===== config.mk =====
export PLATFORM = sky130hd
export DESIGN_NAME = csd_div
export DESIGN_NICKNAME = d
export VERILOG_FILES = /design/src/sv/csd_div.sv
export SDC_FILE = /design/constraint.sdc
export NUM_CORES = 2
export LEC_CHECK = 0
export BUFFER_PORTS_ARGS = -buffer_cell sky130_fd_sc_hd__clkbuf_2
export CAP_MARGIN = 5
export CORE_MARGIN = 1.5
export CORE_UTILIZATION = 50
export CTS_CLUSTER_SIZE = 14
export DETAILED_ROUTE_END_ITERATION = 10
export PLACE_DENSITY = 0.66
export SLEW_MARGIN = 20
export SYNTH_ARGS = -nofsm -noshare
export SYNTH_HDL_FRONTEND = slang
export SYNTH_SLANG_ARGS = --single-unit

===== constraint.sdc =====
create_clock -name clk_i -period 4.8 [get_ports clk_i]
set_input_delay 0.96 -clock clk_i [delete_from_list [all_inputs] [get_ports clk_i]]
set_output_delay 0.96 -clock clk_i [all_outputs]
set_load 0.05 [all_outputs]

===== src/sv/csd_div.sv =====
// csd_div: pipelined restoring fraction divider, one quotient bit per stage
// depends on nothing; expects num < den, sideband travels with the operands
module csd_div #(
  parameter int unsigned W     = 58,
  parameter int unsigned STEPS = 8,
  parameter int unsigned SW    = 1
) (
  input  logic             clk_i,
  input  logic             rst_ni,
  input  logic             valid_i,
  input  logic [W-1:0]     num_i,
  input  logic [W-1:0]     den_i,
  input  logic [SW-1:0]    side_i,
  output logic             valid_o,
  output logic [STEPS-1:0] quo_o,
  output logic [SW-1:0]    side_o
);

  logic             vld_q  [STEPS];
  logic [W-1:0]     rem_q  [STEPS];
  logic [W-1:0]     den_q  [STEPS];
  logic [STEPS-1:0] quo_q  [STEPS];
  logic [SW-1:0]    side_q [STEPS];

  for (genvar i = 0; i < STEPS; i++) begin : g_stage
    logic             vld_in;
    logic [W-1:0]     rem_in;
    logic [W-1:0]     den_in;
    logic [STEPS-1:0] quo_in;
    logic [SW-1:0]    side_in;
    logic [W:0]       sh, dif;
    logic             ge;

    if (i == 0) begin : g_first
      assign vld_in  = valid_i;
      assign rem_in  = num_i;
      assign den_in  = den_i;
      assign quo_in  = '0;
      assign side_in = side_i;
    end else begin : g_next
      assign vld_in  = vld_q[i-1];
      assign rem_in  = rem_q[i-1];
      assign den_in  = den_q[i-1];
      assign quo_in  = quo_q[i-1];
      assign side_in = side_q[i-1];
    end

    assign sh  = {rem_in, 1'b0};
    assign ge  = sh >= {1'b0, den_in};
    assign dif = sh - {1'b0, den_in};

    always_ff @(posedge clk_i or negedge rst_ni) begin
      if (!rst_ni) begin
        vld_q[i] <= 1'b0;
      end else begin
        vld_q[i] <= vld_in;
      end
    end

    always_ff @(posedge clk_i) begin
      rem_q[i]  <= ge ? dif[W-1:0] : sh[W-1:0];
      den_q[i]  <= den_in;
      quo_q[i]  <= {quo_in[STEPS-2:0], ge};
      side_q[i] <= side_in;
    end
  end

  assign valid_o = vld_q[STEPS-1];
  assign quo_o   = quo_q[STEPS-1];
  assign side_o  = side_q[STEPS-1];

endmodule


==> summary.txt <==
Power
  • Leak: 24.23 nW
  • Worst IR Drop VDD: 0.3802 mV
  • Pwr dens: about 700 nW/um2

Critical path
  • Worst setup EP type: flop
  • Crit-path cells: inv_1 -> ha_1 -> o21ai_0 -> a21oi_1 -> o311a_1 -> o21ai_1 -> o31ai_4 -> a21oi_2 -> o311ai_1 -> a221oi_1 -> o31a_1 -> o311ai_4 -> buf_12 -> buf_4 -> nor2_1 -> a21oi_1
  • Maximum fanout along the worst path: 67
  • Most used cell, CP: a21oi_1
  • Critical Path AT: roughly 4.8 ns
  • Reg2reg path depth: 16
  • Critical path's largest stage delay: roughly 0.42 ns
  • Critical Path RT: about 5.4 ns
  • Startpoint types: flop
  • Critical path start-end classification: flop to flop
  • Slowest cell on the critical path: o311ai_1
  • Worst path buffer plus inverter count: 3
  • Top delay family on crit path: compound AO/OA/AOI/OAI gates
  • Instance count on the critical path: 16

STA
  • Setup TNS: 0 ns
  • Final hold slack: approximately 0.15 ns
  • Worst-Margin Slew: 0.8190 ns
  • RSZ-0062 raised after global routing: no
  • Fmax: between 200 and 250 MHz
  • Slew Limit Fails: 0
  • Setup violators final: 0
  • Hold Violations, Final: 0
  • Final period util: roughly 88%
  • Minimum clock period after layout: around 4.2 ns
  • Clock skew: 0.02209 ns
  • Slack of the critical path: between 0.5 and 0.6 ns
  • Rel. slew slack: roughly 45%

Global route
  • Largest net degree at the start of global routing: 94
  • Global-route usage over all layers: approximately a quarter
  • Overflow left after global routing: 0
  • Initial antenna violation count: 0
  • First-pass GRT wire length: approximately 190,000 um
  • Number of global-route vias before repair: between 30,000 and 40,000

Synthesis
  • Seq/Total Area, Yosys: between 30 and 40%
  • Syn Area/Cell: roughly 8.4 um2
  • Most used DFF post-synth: dfxtp_1
  • Post-synth EDFFs: 0
  • Synth Cell Area: ~47,000 um2
  • Number of synthesized register bits: 864
  • Post-synthesis cell count: ~5,600
  • Syn_nets: 6,193
  • Yosys warning total: 0
  • Synth unique cells: 90
  • Async set-reset flop share out of synthesis: less than 1%

Drt
  • Avg WL per Cell: 16.69 um
  • Starting DRT DRC Count: ~2,600
  • DRC errors left: 0
  • Antenna-violating nets left: 0
  • Vias per std cell: ~5.5
  • Vias: approximately 38,000
  • Total Routed Length: roughly 120,000 um
  • Drt pass-1 iters: 6

Clock network
  • Cts hold-fix bufs: 0
  • # clock sinks: 864
  • Clock-pin slew on the worst setup and hold paths: approximately 0.060 ns
  • Htree depth: 3
  • Clk buf depth: 3
  • Cells resized by post-CTS repair: 0
  • Clock root buffer: clkbuf_16
  • Total CTS buffers: 88
  • Clock Latency Late Sink: around 0.65 ns
  • CTS tree: built
  • Post-CTS setup buffers: 0

Place
  • Placed Area: slightly below 50,000 um2
  • Placer Congestion: a little over 0.9
  • Detail Placement HPWL: between 90,000 and 100,000 um
  • Number of port buffers: between 100 and 150
  • Setup slack after placement: approximately 0.17 ns

Floorplanning
  • CORE AREA: 93,470 um2
  • Die width: ~310 um
  • I/O pin cnt: 130
  • Total number of placement rows: ~110
  • Die Span Y: between 300 and 400 um
  • Initial Util: between 50% and 60%
  • Die ar.: just under 100,000 um2

Layout
  • Layout cell share with drive strength beyond 1: 8.339%
  • Non-Filler Cell Area, Final: ~52,000 um2
  • Util after Layout: 55.88%
  • Layout area overhead: 10.48%
  • Nets: between 6,000 and 7,000

Worst hold path
  • Hold Path Class: input pin to asynchronous set/reset pin

Run status
  • Status: finished, final reports clean

Flow run
  • Max Cap Viol: 0
-- cell usage in the layout (no fill, tap or decap), types with 14 or more instances in the layout --
master and n:
a211oi_1 27, a21o_1 218, a21oi_1 770, a221oi_1 20, a31o_2 14, a31oi_1 38, and2_1 26, and3_1 30
and4_1 14, buf_4 43, clkbuf_16 91, clkbuf_2 129, clkbuf_8 17, dfxtp_1 856, ha_1 463, inv_1 581
mux2_1 18, mux2_2 87, nand2_1 279, nand2b_1 50, nand3_1 94, nand4_1 121, nor2_1 516, nor2b_1 55
nor3_1 58, nor4_1 21, o211ai_1 24, o21a_1 47, o21ai_0 255, o21bai_1 77, o31ai_1 14, xnor2_1 245
xor2_1 134
-- metal layers --
metal | GRT usage, % | share of wire, % | up-vias
li1 | - | - | 19540
met1 | 32.74 | 48 | 17230
met2 | 37.62 | 43 | 1202
met3 | 2.534 | 5.1 | 222
met4 | 10.44 | 4.2 | 0
met5 | 0 | 0 | -
-- state kept, by name, indices dropped and copies added (netlist names) --
name,flops
den_q,406
g_stage.vld_in,7
quo_q,36
rem_q,406
side_q,8
valid_o,1
-- cell families (layout without fill, tap and decap cells) --
logic type | Yosys count | count (layout) | synth area share (%)
AND/OR/NAND/NOR | 1312 | 1312 | 12.90
adder cells (fa/ha/maj) | 470 | 470 | 12.55
AO/OA/AOI/OAI | 1670 | 1670 | 21.77
multiplexers | 107 | 107 | 2.544
buffers and inverters | 801 | 918 | 6.540
XOR/XNOR | 379 | 379 | 7.022
other | 0 | 1 | 0
flip-flops | 864 | 864 | 36.67
-- worst paths after layout --
check / start / endpoint / slack (ns)
hold / removal: rst_ni / g_stage[7].vld_in / 0.15
setup / recovery: den_q[1][2] / rem_q[2][17] / 0.58
min in group clk_i: quo_q[6][6] / quo_q[7][7] / 0.32
setup reg to reg: den_q[1][2] / rem_q[2][17] / 0.58
hold reg to reg: quo_q[6][6] / quo_q[7][7] / 0.32
max in group asynchronous: rst_ni / g_stage[2].vld_in / 4.48
-- stage by stage --
step | total power, W | instances
6_report | 0.03738 | 6975
5_1_grt | 0.04028 | 6974
4_1_cts | 0.03735 | 6974
3_5_place_dp | 0.02987 | 6816
3_3_place_gp | 0.02979 | 6816
2_1_floorplan | 0.02541 | 5603
-- where the power goes --
| part | internal [W] | total (W) | switching, W |
|---|---|---|---|
| sequential | 0.00936 | 0.0106 | 0.00125 |
| combinational | 0.00834 | 0.0195 | 0.0112 |
| clock | 0.00439 | 0.00725 | 0.00286 |
-- cell usage after synthesis, drive strengths merged, types with 21 or more instances --
cell / instances / area (um2)
buf: 53 / 284.0
nand2: 279 / 1047
a21oi: 773 / 3880
nor3: 58 / 290.3
inv: 581 / 2181
o21ai: 271 / 1360
clkbuf: 167 / 626.9
o21a: 47 / 352.8
nor2: 516 / 1937
xnor2: 245 / 2146
xor2: 134 / 1174
and3: 30 / 187.7
a21o: 218 / 1637
o21bai: 77 / 578.1
and2: 26 / 162.7
nand2b: 50 / 312.8
ha: 463 / 5793
nor4: 21 / 131.4
nand3: 95 / 475.5
a211oi: 27 / 202.7
dfxtp: 856 / 17140
a31oi: 38 / 237.7
nor2b: 55 / 344.1
nand4: 121 / 757.0
mux2: 105 / 1182
o211ai: 25 / 192.7
a221oi: 24 / 246.5
-- worst register-to-register path, delay by kind of cell (launching register included) --
family	cells	cell delay [ns]
flip-flops	1	0.32
AND/OR/NAND/NOR	1	0.05
buffers and inverters	3	0.68
adder cells (fa/ha/maj)	1	0.36
AO/OA/AOI/OAI	11	2.74
-- cell type report --
class	instances	area, um2
timing repair buffer	179	1109
fill	8606	41240
inverter	581	2181
sequential	864	17340
multi-input combinational	3938	26910
clock inverter	41	574.3
antenna	1	2.502
tap	1254	1569
clock buffer	117	2545
Note: power is estimated with default switching activity, not from simulation.
