**config.mk**
```make
export PLATFORM = sky130hd
export DESIGN_NAME = csd_sqrt
export DESIGN_NICKNAME = d
export VERILOG_FILES = /design/src/sv/csd_sqrt.sv
export SDC_FILE = /design/constraint.sdc
export NUM_CORES = 1
export LEC_CHECK = 0
export ABC_AREA = 1
export BUFFER_PORTS_ARGS = -buffer_cell sky130_fd_sc_hd__buf_2
export CORE_MARGIN = 3
export CORE_UTILIZATION = 57
export DETAILED_ROUTE_END_ITERATION = 10
export PLACE_DENSITY = 0.76
export SLEW_MARGIN = 15
export SYNTH_ARGS = -nofsm -noshare
export SYNTH_HDL_FRONTEND = slang
export SYNTH_SLANG_ARGS = --single-unit
export TNS_END_PERCENT = 50
```
**constraint.sdc**
```tcl
create_clock -name clk_i -period 1.8 [get_ports clk_i]
set_clock_uncertainty 0.15 [all_clocks]
set_input_delay 0.09 -clock clk_i [delete_from_list [all_inputs] [get_ports clk_i]]
set_output_delay 0.09 -clock clk_i [all_outputs]
set_load 0.03 [all_outputs]
```
**src/sv/csd_sqrt.sv**
```systemverilog
// csd_sqrt: pipelined floor square root, one result bit per stage
// depends on nothing; sideband data travels alongside each operand
module csd_sqrt #(
  parameter int unsigned IW = 40,
  parameter int unsigned SW = 1
) (
  input  logic            clk_i,
  input  logic            rst_ni,
  input  logic            valid_i,
  input  logic [IW-1:0]   rad_i,
  input  logic [SW-1:0]   side_i,
  output logic            valid_o,
  output logic [IW/2-1:0] root_o,
  output logic [SW-1:0]   side_o
);

  localparam int unsigned RW = IW / 2;

  logic          vld_q  [RW];
  logic [IW-1:0] rad_q  [RW];
  logic [RW:0]   rem_q  [RW];
  logic [RW-1:0] root_q [RW];
  logic [SW-1:0] side_q [RW];

  for (genvar i = 0; i < RW; i++) begin : g_stage
    logic          vld_in;
    logic [IW-1:0] rad_in;
    logic [RW:0]   rem_in;
    logic [RW-1:0] root_in;
    logic [SW-1:0] side_in;
    logic [RW+2:0] cur, tst, dif;

    if (i == 0) begin : g_first
      assign vld_in  = valid_i;
      assign rad_in  = rad_i;
      assign rem_in  = '0;
      assign root_in = '0;
      assign side_in = side_i;
    end else begin : g_next
      assign vld_in  = vld_q[i-1];
      assign rad_in  = rad_q[i-1];
      assign rem_in  = rem_q[i-1];
      assign root_in = root_q[i-1];
      assign side_in = side_q[i-1];
    end

    assign cur = {rem_in, rad_in[IW-1 -: 2]};
    assign tst = {1'b0, root_in, 2'b01};
    assign dif = cur - tst;

    always_ff @(posedge clk_i or negedge rst_ni) begin
      if (!rst_ni) begin
        vld_q[i] <= 1'b0;
      end else begin
        vld_q[i] <= vld_in;
      end
    end

    always_ff @(posedge clk_i) begin
      rad_q[i]  <= {rad_in[IW-3:0], 2'b00};
      side_q[i] <= side_in;
      if (cur >= tst) begin
        rem_q[i]  <= dif[RW:0];
        root_q[i] <= {root_in[RW-2:0], 1'b1};
      end else begin
        rem_q[i]  <= cur[RW:0];
        root_q[i] <= {root_in[RW-2:0], 1'b0};
      end
    end
  end

  assign valid_o = vld_q[RW-1];
  assign root_o  = root_q[RW-1];
  assign side_o  = side_q[RW-1];

endmodule

```
==> summary.md, run 1 <==
| Metric | Value |
|---|---|
| Syn Inst Count | `between 5,000 and 6,000` |
| Netlist cell types | `52` |
| Asr flop ratio synth | `under 10%` |
| TritonCTS Sinks | `approximately 1,000` |
| Area fraction of the dominant cell type after synthesis | `46.8%` |
| Die X | `between 200 and 300 µm` |
| Synth Cell Area | `42,100 µm²` |
| I/O pin count | `66` |
| Seq/Total Area, Yosys | `between 40% and 50%` |
| Outcome | `aborted with a tool error` |
| Die Ht | `between 200 and 300 µm` |
| Area leader, netlist | `dfxtp_1` |
| Grt total ovfl | `around 470` |
| GRT worst endpoint | `rem_q[8][27]$_DFF_P_/D` |
| Pin count of the biggest net entering global routing | `27` |
| PortBufs | `65` |
| Fail Step | `global routing` |
| Warnings from Yosys | `0` |
| H-tree depth | `3` |
| Syn_area_per_cell | `approximately 7.7 µm²` |
| Gr usage total | `about 68%` |
| Ys flop type | `dfxtp_1` |
| Post-synth EDFFs | `0` |
| CTS buffer count | `95` |
| Worst endpoint type | `register data pin` |
| Placed cell area | `51,100 µm²` |
| Synth area leaders | `dfxtp_1, nand2_1, inv_1` |
| # rows | `99` |
| Max clock buf depth | `3` |
| Initial Utilization | `approximately 58%` |
| GPL Wtd Cong | `around 0.94` |
| Clock root cell | `clkbuf_16` |
| Error msg | `[ERROR GRT-0232] Routing congestion too high. Check the congestion heatmap in the GUI.` |
| Post-synthesis register bit count | `1,003` |
| Placed Instances | `between 7,000 and 8,000` |
| Net Count, Synth | `about 5,800` |
| Final HPWL DP | `~86 mm` |
## through the flow
stage | setup slack [ns] | hold WS [ns]
after floorplan | -0.100 | -0.356
after global placement | -0.400 | -0.110
after CTS | -0.192 | 0.00749
after detailed placement | -0.393 | -0.0998
## what timing repair did
| item | in CTS |
|---|---|
| hold buffers | 86 |
| endpoints found under the hold margin | 63 |
| cloned | 20 |
| setup buffers | 127 |
| gates resized for setup | 878 |
| pin swaps | 218 |
| endpoints found under the setup margin | 385 |
## cell usage after synthesis (24+ instances only)
cell type  instances
a21oi_1          192
nor2_1           461
xnor2_1           59
nor3_1            49
o21ai_0           98
nand3b_1          71
ha_1             231
a21oi_2           24
inv_1            857
xor2_1            99
nand4_1           75
dfxtp_1          983
o21ai_1           37
nand3_1          286
nand2_1         1755
## per-layer routing
layer | overflow | track usage, %
met1 | 12 | 66.1
met3 | 10 | 53.3
met2 | 266 | 86.0
met5 | 4 | 29.2
met4 | 175 | 70.3
## kinds of logic after synthesis
group,after synthesis,share of synthesized area (%)
flip-flops,1003,47.9
other,1,0.00891
AO/OA/AOI/OAI,410,5.59
buffers and inverters,914,8.72
adder cells (fa/ha/maj),231,6.87
AND/OR/NAND/NOR,2775,27.6
XOR/XNOR,158,3.29
==> run 2, diff against run 1 <==
CORE_UTILIZATION = 40   (was 57)
PLACE_DENSITY = default   (was 0.76)
PLACE_DENSITY_LB_ADDON = 0.15   (was default)
clock period = 2.3 ns   (was 1.8 ns; I/O delays follow)
==> run 2 against run 1 <==
Against the previous run: synthesized cell count is the same; synthesized area is the same; the run now ends clean.
==> summary.md, run 2 <==
| Metric | Value |
|---|---|
| Outcome | `finished, final reports clean` |
| Commonest non-fill, non-tap cell in the layout | `nand2_1` |
| Via Count | `~34,000` |
| Flop pwr share | `a little over two fifths` |
| Crit path buffers/inverters | `3` |
| Int Power | `36.7 mW` |
| Routing usage on met3 | `under 10%` |
| Drt via density | `~4.6` |
| # rows | `118` |
| Sw Share | `33.1%` |
| Pwr dens | `between 1000 and 1500 nW/µm²` |
| Post-synth EDFFs | `0` |
| Slowest CP cell | `dfxtp_2` |
| Ys flop type | `dfxtp_1` |
| TritonCTS Sinks | `roughly 1,000` |
| WL final | `a little over 100 mm` |
| Syn_area_per_cell | `roughly 7.7 µm²` |
| Final hold viol count | `0` |
| Vias in the first global route | `between 30,000 and 40,000` |
| CTS buffer count | `roughly 100` |
| Clock root cell | `clkbuf_16` |
| Clk slew on worst S/H paths | `~0.06 ns` |
| Asr flop ratio synth | `under 10%` |
| GR Layer Usage met1 | `about 24%` |
| GPL Wtd Cong | `~0.9` |
| Critical Path Source Type | `register` |
| Netlist cell types | `between 50 and 60` |
| Most frequent cells in the layout | `nand2_1, dfxtp_1, inv_1, nor2_1, nand3_1` |
| Grt total ovfl | `0` |
| Die X | `about 330 µm` |
| Max reg flops | `380` |
| Met2 Use GR | `33.2%` |
| CP arrival | `between 2 and 3 ns` |
| Max capacitance violation total | `0` |
| Warnings from Yosys | `0` |
| Worst path max stage delay | `approximately 0.38 ns` |
| Reg with most FFs | `rad_q` |
| Crit path kind | `reg2reg` |
| Routed len/inst | `around 14 µm` |
| Latest clock arrival within the worst-skew pair | `slightly below 0.7 ns` |
| Seq/Total Area, Yosys | `between 40% and 50%` |
| Router iterations before antenna repair | `8` |
| Nets | `roughly 6,000` |
| Setup TNS | `0 ns` |
| Peak supply drop | `0.658 mV` |
| Tcrit/Tclk final | `between 90% and 100%` |
| Initial Utilization | `about two fifths` |
| Regs by FF count | `rad_q x380, rem_q x373, root_q x210` |
| Full die area | `109,000 µm²` |
| CP Cell Sequence | `inv_1 -> ha_1 -> nand2_1 -> inv_1 -> a21oi_2 -> nor2_1 -> nor2_2 -> nand3_4 -> buf_4 -> nand3_1 -> nand2_1` |
| H-tree depth | `3` |
| DRT iter0 DRCs | `1,906` |
| Top cells by count, synth | `nand2_1, dfxtp_1, inv_1` |
| Class of the worst hold path | `reg2reg` |
| Final Instance Area | `~50,000 µm²` |
| Area leader, netlist | `dfxtp_1` |
| ANT nets after route | `0` |
| Syn Inst Count | `about 5,500` |
| Setup WS pre-CTS | `-0.0999 ns` |
| Worst Tran Pin Value | `between 0.8 and 0.9 ns` |
| Core box area | `104,000 µm²` |
| Area growth, synth to finish | `19.3%` |
| CTS tree | `done` |
| # DRC | `0` |
| FMAX | `roughly 0.46 GHz` |
| Critical Path Fanout Max | `7` |
| Net Count, Synth | `a little under 6,000` |
| Min Tclk post-route | `2.19 ns` |
| Cell family with most CP delay | `simple AND/OR/NAND/NOR gates` |
| RSZ-0062 raised after global routing | `yes` |
| Clock share of power | `between 30% and 40%` |
| Grt peak-use layer | `met2` |
| Max clock buf depth | `3` |
| Synth area leaders | `dfxtp_1, nand2_1, inv_1` |
| PortBufs | `65` |
| First-pass GRT wire length | `approximately 170 mm` |
| Setup violations, final | `0` |
| Initial antenna violation count | `0` |
| Comb power frac | `25.6%` |
| Share of cells above drive strength 1 | `approximately a tenth` |
| Max-slew headroom | `41.5%` |
| Placed cell area | `44,900 µm²` |
| Gr usage total | `a little under a fifth` |
| Switching pwr | `18.2 mW` |
| Leak | `about 26 nW` |
| Final HPWL DP | `roughly 81 mm` |
| Most common cell in the synthesized netlist | `nand2_1` |
| Pin count of the biggest net entering global routing | `28` |
| Post-synthesis register bit count | `1,003` |
| Setup WS post-layout | `0.105 ns` |
| CP Data Required Time | `~2.7 ns` |
| Die Ht | `between 300 and 400 µm` |
| Area fraction of the dominant cell type after synthesis | `between 40% and 50%` |
| Diodes inserted | `0` |
| Critical Path End Type | `register` |
| Synth Cell Area | `about 42,000 µm²` |
| I/O pin count | `66` |
| Fin. max-slew vios | `0` |
-- run 2: cell counts after synthesis --
No cell type changed its count.
-- run 2: final timing paths --
kind,startpoint,slack [ns],to,depth (start not counted)
max,root_q[3][7],0.11,rem_q[6][31],11
min,side_q[1],0.16,side_q[2],0
max reg2reg,root_q[3][7],0.11,rem_q[6][31],11
min reg2reg,side_q[1],0.16,side_q[2],0
max in group asynchronous,rst_ni,0.97,g_stage[2].vld_in,3
min in group asynchronous,rst_ni,0.49,g_stage[17].vld_in,3
-- run 2: kinds of logic (layout without fill, tap and decap cells) --
| group | after synthesis | count (layout) | share of synthesized area [%] |
|---|---|---|---|
| AO/OA/AOI/OAI | 410 | 410 | 5.59 |
| adder cells (fa/ha/maj) | 231 | 231 | 6.87 |
| buffers and inverters | 914 | 1375 | 8.72 |
| other | 1 | 1 | 0.00891 |
| XOR/XNOR | 158 | 158 | 3.29 |
| AND/OR/NAND/NOR | 2775 | 2775 | 27.6 |
| flip-flops | 1003 | 1003 | 47.9 |
-- run 2: layout make-up --
type,count,area [µm²]
Timing Repair Buffer,311,2520
Clock buffer,135,2890
Inverter,870,3320
Multi-Input combinational cell,3575,18700
Timing Repair inverter,3,20.0
Sequential cell,1003,20200
Tap cell,1380,1730
Clock inverter,56,855
Fill cell,10346,53700
-- run 2: stage by stage --
stage / instances / hold slack (ns) / utilization (%) / power (mW)
floorplan: 5492 / -0.331 / - / 32.2
global placement: 7039 / -0.0782 / 43.2 / 36.8
detailed placement: 7039 / -0.0701 / 43.2 / 36.8
CTS: 7318 / 0.164 / 47.7 / 55.1
global route: 7333 / 0.165 / 48.3 / 58.6
finish: 7333 / 0.164 / 48.3 / 54.9
-- run 2: routing by layer --
metal / vias up / part of all wire, %
met2: 585 / 48
met3: 162 / 3.9
li1: 17780 / -
met4: 0 / 2.3
met5: - / 0
met1: 15014 / 46
-- run 2: power by group through the flow --
stage	logic [mW]	clock network [mW]	registers (mW)
CTS	13.7	18.5	23.0
global route	16.1	19.2	23.3
floorplan	10.0	0	22.2
finish	14.0	17.9	23.0
global placement	13.4	0	23.4
detailed placement	13.5	0	23.4
-- run 2: worst register-to-register path, cell delays in order, from the launching register on --
cell     delay, ns
dfxtp_2       0.38
inv_1         0.06
ha_1          0.33
nand2_1       0.11
inv_1         0.06
a21oi_2       0.17
nor2_1        0.09
nor2_2        0.17
nand3_4       0.20
buf_4         0.21
nand3_1       0.07
nand2_1       0.07
-- run 2: repair_timing --
item,CTS,global route
cloned,1,5
endpoints found under the setup margin,40,246
setup buffers,0,10
pin swaps,1,10
gates resized for setup,9,129
hold buffers,87,0
endpoints found under the hold margin,63,0
(Power assumes the default switching activity.)
